[src/mtbs_pkg.sv]
package mtbs_pkg;

	localparam int RUN_MAX = 8;
	localparam int VLQ_GROUPS = 5;

	typedef enum logic [1:0] {
		OP_START = 2'd0,
		OP_EVENT = 2'd1,
		OP_END   = 2'd2
	} op_t;

	typedef enum logic {
		CFG_TEMPO_EN  = 1'b0,
		CFG_TEMPO_VAL = 1'b1
	} cfg_idx_t;

	localparam logic [7:0]  META_PREFIX = 8'hff;
	localparam logic [7:0]  META_TEMPO  = 8'h51;
	localparam logic [7:0]  META_EOT    = 8'h2f;
	localparam logic [7:0]  TEMPO_LEN   = 8'h03;
	localparam logic [23:0] TEMPO_RESET = 24'd500000;

	// one item's worth of body bytes, bytes[0] goes out first
	typedef struct packed {
		logic [RUN_MAX-1:0][7:0] bytes;
		logic [3:0]              n;
		logic                    clear;
	} run_t;

endpackage

[src/mtbs_encode.sv]
module mtbs_encode (
	input  logic                 clk,
	input  logic                 arst_n,
	input  logic                 in_valid,
	output logic                 in_ready,
	input  logic [1:0]           operation,
	input  logic [31:0]          event_tick,
	input  logic [7:0]           status_byte,
	input  logic [7:0]           first_data,
	input  logic [7:0]           second_data,
	input  logic [1:0]           byte_count,
	input  logic                 cfg_we,
	input  logic                 cfg_index,
	input  logic [23:0]          cfg_data,
	output mtbs_pkg::run_t       run_s1,
	output logic                 run_valid_s1,
	input  logic                 run_take
);
	import mtbs_pkg::*;

	logic [31:0] prev_tick_q;
	logic        tempo_en_q;
	logic [23:0] tempo_q;
	logic [31:0] delta;
	logic [6:0]  grp [VLQ_GROUPS];
	logic [2:0]  nv;
	run_t        run_d;
	logic        accept;

	assign in_ready = !run_valid_s1 || run_take;
	assign accept   = in_valid && in_ready;

	always_comb begin
		logic [3:0] kk;
		logic [3:0] j;
		logic [2:0] gi;
		kk    = '0;
		j     = '0;
		gi    = '0;
		delta = event_tick - prev_tick_q;
		for (int i = 0; i < VLQ_GROUPS; i++) begin
			grp[i] = 7'(delta >> (7 * i));
		end
		priority if (delta[31:28] != 4'd0) begin
			nv = 3'd5;
		end else if (delta[27:21] != 7'd0) begin
			nv = 3'd4;
		end else if (delta[20:14] != 7'd0) begin
			nv = 3'd3;
		end else if (delta[13:7] != 7'd0) begin
			nv = 3'd2;
		end else begin
			nv = 3'd1;
		end
		run_d = '0;
		unique case (operation)
			OP_START: begin
				run_d.clear = 1'b1;
				if (tempo_en_q) begin
					run_d.n        = 4'd7;
					run_d.bytes[0] = 8'h00;
					run_d.bytes[1] = META_PREFIX;
					run_d.bytes[2] = META_TEMPO;
					run_d.bytes[3] = TEMPO_LEN;
					run_d.bytes[4] = tempo_q[23:16];
					run_d.bytes[5] = tempo_q[15:8];
					run_d.bytes[6] = tempo_q[7:0];
				end
			end
			OP_EVENT: begin
				run_d.n = {1'b0, nv} + {2'b00, byte_count};
				for (int k = 0; k < RUN_MAX; k++) begin
					kk = 4'(k);
					j  = kk - {1'b0, nv};
					gi = nv - 3'd1 - kk[2:0];
					if (kk < {1'b0, nv}) begin
						run_d.bytes[k] = {(gi != 3'd0), grp[gi]};
					end else if (j < {2'b00, byte_count}) begin
						unique case (j[1:0])
							2'd0:    run_d.bytes[k] = status_byte;
							2'd1:    run_d.bytes[k] = first_data;
							default: run_d.bytes[k] = second_data;
						endcase
					end
				end
			end
			OP_END: begin
				run_d.n        = 4'd4;
				run_d.bytes[0] = 8'h00;
				run_d.bytes[1] = META_PREFIX;
				run_d.bytes[2] = META_EOT;
				run_d.bytes[3] = 8'h00;
			end
			default: ;
		endcase
	end

	always_ff @(posedge clk or negedge arst_n) begin
		if (!arst_n) begin
			run_valid_s1 <= 1'b0;
			prev_tick_q  <= '0;
			tempo_en_q   <= 1'b0;
			tempo_q      <= TEMPO_RESET;
		end else begin
			if (accept) begin
				run_valid_s1 <= 1'b1;
				if (operation == OP_START) begin
					prev_tick_q <= '0;
				end else if (operation == OP_EVENT) begin
					prev_tick_q <= event_tick;
				end
			end else if (run_take) begin
				run_valid_s1 <= 1'b0;
			end
			if (cfg_we) begin
				if (cfg_index == CFG_TEMPO_EN) begin
					tempo_en_q <= cfg_data[0];
				end else begin
					tempo_q <= cfg_data;
				end
			end
		end
	end

	always_ff @(posedge clk) begin
		if (accept) begin
			run_s1 <= run_d;
		end
	end

endmodule

[src/mtbs_emit.sv]
module mtbs_emit (
	input  logic           clk,
	input  logic           arst_n,
	input  mtbs_pkg::run_t run_s1,
	input  logic           run_valid_s1,
	output logic           run_take,
	output logic           out_valid,
	input  logic           out_ready,
	output logic [7:0]     out_byte,
	output logic           last_of_run,
	output logic [31:0]    body_length
);
	import mtbs_pkg::*;

	logic [RUN_MAX-2:0][7:0] buf_q;
	logic [2:0]              rem_q;
	logic [31:0]             total_q;
	logic                    slot_free;
	logic                    from_buf;
	logic                    load_emit;
	logic [31:0]             total_base;
	logic [31:0]             total_next;

	assign slot_free  = !out_valid || out_ready;
	assign from_buf   = slot_free && (rem_q != 3'd0);
	assign run_take   = slot_free && (rem_q == 3'd0) && run_valid_s1;
	assign load_emit  = run_take && (run_s1.n != 4'd0);
	assign total_base = (run_take && run_s1.clear) ? 32'd0 : total_q;
	assign total_next = total_base + 32'd1;

	always_ff @(posedge clk or negedge arst_n) begin
		if (!arst_n) begin
			out_valid <= 1'b0;
			rem_q     <= '0;
			total_q   <= '0;
		end else if (slot_free) begin
			if (from_buf) begin
				out_valid <= 1'b1;
				rem_q     <= rem_q - 3'd1;
				total_q   <= total_next;
			end else if (load_emit) begin
				out_valid <= 1'b1;
				rem_q     <= 3'(run_s1.n - 4'd1);
				total_q   <= total_next;
			end else begin
				out_valid <= 1'b0;
				total_q   <= total_base;
			end
		end
	end

	always_ff @(posedge clk) begin
		if (from_buf) begin
			out_byte    <= buf_q[0];
			last_of_run <= (rem_q == 3'd1);
			body_length <= total_next;
			buf_q       <= buf_q >> 8;
		end else if (load_emit) begin
			out_byte    <= run_s1.bytes[0];
			last_of_run <= (run_s1.n == 4'd1);
			body_length <= total_next;
			buf_q       <= run_s1.bytes[RUN_MAX-1:1];
		end
	end

endmodule

[src/midi_track_body_serializer.sv]
// Track body serializer: turns track items into the bytes of a track body.
// Input channel (in_valid/in_ready): one transfer per item; operation picks
// start track, timed event or end track. Unused operation code is dropped.
// Output channel (out_valid/out_ready): one transfer per body byte, with
// last_of_run on the final byte of an item and body_length counting bytes
// since the last start. Configuration writes (cfg_we) go to tempo_enable
// (index 0) or tempo_us_per_quarter (index 1); the user must make them
// only while the block is idle, as the block itself does not enforce it.
// The first byte of an item is registered in run_s1, then in out_byte.
// The byte emitter sends one byte per cycle while out_ready is high. An
// item has up to 8 bytes (5 delta bytes plus 3 event bytes).
// A new item is taken while the previous one is still being sent.
// Reset clears previous tick, byte count and config to defaults
// (tempo off, 500000 us per quarter); output goes invalid.
// When the receiver stalls, the current byte holds and the one-item input
// register fills, after which in_ready drops.
module midi_track_body_serializer (
	input  logic        clk,
	input  logic        arst_n,
	input  logic        in_valid,
	output logic        in_ready,
	input  logic [1:0]  operation,
	input  logic [31:0] event_tick,
	input  logic [7:0]  status_byte,
	input  logic [7:0]  first_data,
	input  logic [7:0]  second_data,
	input  logic [1:0]  byte_count,
	input  logic        cfg_we,
	input  logic        cfg_index,
	input  logic [23:0] cfg_data,
	output logic        out_valid,
	input  logic        out_ready,
	output logic [7:0]  out_byte,
	output logic        last_of_run,
	output logic [31:0] body_length
);
	import mtbs_pkg::*;

	run_t run_s1;
	logic run_valid_s1;
	logic run_take;

	mtbs_encode u_encode (
		.clk          (clk),
		.arst_n       (arst_n),
		.in_valid     (in_valid),
		.in_ready     (in_ready),
		.operation    (operation),
		.event_tick   (event_tick),
		.status_byte  (status_byte),
		.first_data   (first_data),
		.second_data  (second_data),
		.byte_count   (byte_count),
		.cfg_we       (cfg_we),
		.cfg_index    (cfg_index),
		.cfg_data     (cfg_data),
		.run_s1       (run_s1),
		.run_valid_s1 (run_valid_s1),
		.run_take     (run_take)
	);

	mtbs_emit u_emit (
		.clk          (clk),
		.arst_n       (arst_n),
		.run_s1       (run_s1),
		.run_valid_s1 (run_valid_s1),
		.run_take     (run_take),
		.out_valid    (out_valid),
		.out_ready    (out_ready),
		.out_byte     (out_byte),
		.last_of_run  (last_of_run),
		.body_length  (body_length)
	);

endmodule

[config.mk]
export PLATFORM = sky130hd
export DESIGN_NAME = midi_track_body_serializer
export DESIGN_NICKNAME = d
export VERILOG_FILES = /design/src/mtbs_pkg.sv /design/src/mtbs_encode.sv /design/src/mtbs_emit.sv /design/src/midi_track_body_serializer.sv
export SDC_FILE = /design/constraint.sdc
export NUM_CORES = 1
export LEC_CHECK = 0
export BUFFER_PORTS_ARGS = -buffer_cell sky130_fd_sc_hd__buf_2
export CORE_UTILIZATION = 35
export CTS_CLUSTER_SIZE = 25
export DETAILED_ROUTE_END_ITERATION = 16
export GPL_ROUTABILITY_DRIVEN = 0
export MAX_ROUTING_LAYER = met4
export PLACE_DENSITY = 0.5
export SLEW_MARGIN = 20
export SYNTH_ARGS = -nofsm -noshare
export SYNTH_HDL_FRONTEND = slang
export SYNTH_SLANG_ARGS = --single-unit
[constraint.sdc]
create_clock -name clk -period 14.8 [get_ports clk]
set_clock_uncertainty 0.2 [all_clocks]
set_input_delay 0.74 -clock clk [delete_from_list [all_inputs] [get_ports clk]]
set_output_delay 0.74 -clock clk [all_outputs]
set_load 0.02 [all_outputs]
==> flow_summary.json <==
{
  "hold_viol": 0,
  "tns_ns": 0,
  "cts_setup_buffers": 0,
  "worstPathRequired_ns": 14.96,
  "drive_gt1_frac": 0.157,
  "synth_area_per_cell_um2": 9.76,
  "area_growth_pct": 14.8,
  "cp_max_fo": 51,
  "slowest_stage": "or4_1",
  "final_area_um2": 17500,
  "holdBufCountCts": 1,
  "vdd_ir_drop_max_uv": 106,
  "cts_tree": "done",
  "powerDensity_nw_per_um2": 185,
  "worstMarginPinSlew_ns": 1.05,
  "drc_errors": 0,
  "cpPeakStageDelay_ns": 0.89,
  "cts_sinks": 260,
  "worstSetupStartpointType": "register",
  "max_freq_mhz": 123,
  "syn_inst": 1558,
  "dp_cells": 2216,
  "die_y_um": 210,
  "setup_violations": 0,
  "insertion_delay_ns": 0.61,
  "hold_path_class": "input pin to register",
  "start_util": 0.354,
  "antenna_found_initial": 7,
  "fin_cells": 2279,
  "numPortBuffers": 132,
  "final_common_cell": "nand2_1",
  "rows": 76,
  "grt_pass1_wl_mm": 72.6,
  "drt-initial-drc-count": 1149,
  "synthTopCellsByArea": "edfxtp_1 31%, dfrtp_1 14%, nand2_1 7.6%",
  "hold_ws_ns": 0.152,
  "ys_ff_latch": 260,
  "cp-end-kind": "register",
  "rrSetupSlack_ns": 6.66,
  "io_pins": 133,
  "syn_nets": 1709,
  "status": "complete, no violations",
  "yosysTopAreaCell": "edfxtp_1",
  "place_area_um2": 16400,
  "clk_path_buf_depth": 3,
  "path_class": "register to register",
  "grt_usage": 0.219,
  "clk_pin_slew_worst_paths_ns": 0.06,
  "grt-ovfl-total": 0,
  "vias": 12500,
  "maxCapViolations": 0,
  "postRouteAntennaNets": 0,
  "leakage_nw": 7.21,
  "grt_max_degree": 80,
  "fin_nets": 1816,
  "synth_top_area_frac": 0.312,
  "nFillCells": 4287,
  "routed_wl_mm": 47.5,
  "ys_seq_area_frac": 0.478,
  "async_flop_share": 0.362,
  "design.core.area_um2": 43000,
  "dieArea_um2": 44300,
  "first_pass_iters": 7,
  "synth_edf_count": 158,
  "yosys_warnings": 0,
  "arrival_ns": 8.30,
  "wl_per_cell_um": 20.8,
  "finalCritPeriodShare": 0.550,
  "syn_area_um2": 15200,
  "final_max_slew_viol_count": 0,
  "chipWidth_um": 210,
  "cts_resized": 0,
  "fin_util": 0.406,
  "dp_hpwl_mm": 34.5,
  "cts-root-buf": "clkbuf_16",
  "path_cells": "ha_1, fa_1, nand2b_1, a21oi_1, o211ai_1, a211oi_2, o2111ai_1, and3_1, or4_1, nor2_1, o21ai_0, ha_1, buf_4, clkinv_1, ha_1, a21oi_1, nand3_1, a21oi_1, a221o_1",
  "grt_setup_unrepaired": "false",
  "slew_headroom": 0.298,
  "numCtsBuffers": 31,
  "mostFrequentLayoutCells": "305 x nand2_1, 158 x edfxtp_1, 131 x buf_2, 96 x nor2_1, 95 x a21oi_1",
  "grt_pass1_vias": 12000,
  "min_period_ns": 8.14,
  "synth_cell_type_count": 89,
  "routed_via_density": 5.49,
  "ys.flop_type": "edfxtp_1",
  "htreeDepth": 1
}
==> flip-flops by register name, summed over array words and instances, names as in the netlist <==
signal,flops
u_encode.run_valid_s1,1
u_emit.out_byte,8
u_encode.prev_tick_q,32
u_emit.body_length,32
u_emit.out_valid,1
u_emit.buf_q,56
u_emit.last_of_run,1
u_encode.run_s1,69
u_emit.total_q,32
u_encode.tempo_en_q,1
u_emit.rem_q,3
u_encode.tempo_q,24
==> power breakdown <==
group	switching, W	internal (W)	leakage [nW]	total, W
Sequential	0.0000710	0.000985	2.80	0.00106
Combinational	0.000946	0.000467	3.92	0.00141
Clock	0.000311	0.000448	0.493	0.000759
Total	0.00133	0.00190	7.21	0.00323
==> path summary, 6_finish.rpt <==
kind,startpoint,to,cells past startpoint
max reg2reg,u_encode.prev_tick_q[0],u_encode.run_s1[43],19
min in group asynchronous,arst_n,u_encode.tempo_q[23],2
max,u_encode.prev_tick_q[0],u_encode.run_s1[43],19
min,in_valid,u_encode.run_valid_s1,2
min reg2reg,u_emit.buf_q[54],u_emit.buf_q[54],2
max in group asynchronous,arst_n,u_emit.total_q[22],3
==> critical path, delay by kind of cell, from the launching register on <==
family	cells	cell delay, ns
AO/OA/AOI/OAI	8	2.02
adder cells (fa/ha/maj)	4	1.60
buffers and inverters	2	1.20
flip-flops	1	0.39
AND/OR/NAND/NOR	5	2.46
==> per-stage QoR <==
stage	total power (W)	setup slack, ns
finish	0.00323	6.66
global route	0.00341	6.07
CTS	0.00324	6.83
detailed placement	0.00247	6.32
global placement	0.00246	6.57
floorplan	0.00201	8.76
==> cell usage after synthesis, types with 29 or more instances <==
cell type / instances
inv_1: 59
xnor2_1: 29
a22o_1: 64
nor2_1: 97
ha_1: 59
o21ai_0: 67
a21oi_1: 95
edfxtp_1: 158
nand2_1: 306
clkbuf_1: 51
dfrtp_1: 87
nand3_1: 29
==> routing by layer <==
metal,vias to the layer above,wire [µm],global-route usage
met3,110,3180,0.0368
met1,5988,21700,0.298
li1,5944,-,-
met4,0,2040,0.0880
met5,-,0,-
met2,478,20500,0.325
==> cells by family after synthesis <==
kind of cell / count (synthesis) / synth area share
compound gates: 419 / 0.196
flops: 260 / 0.478
xor+xnor: 54 / 0.0311
fa+ha+maj: 61 / 0.0512
mux: 44 / 0.0337
simple gates: 584 / 0.174
buf+inv: 136 / 0.0362
==> cell type report <==
class,count,area (µm²),share of cell area
Antenna cell,4,10.0,0.000573
Clock buffer,48,891,0.0510
Clock inverter,10,118,0.00674
Inverter,61,234,0.0134
Multi-Input combinational cell,1162,7420,0.425
Sequential cell,260,7270,0.416
Tap cell,585,732,0.0419
Timing Repair Buffer,149,793,0.0454
Note: power is estimated with default switching activity, not from simulation.
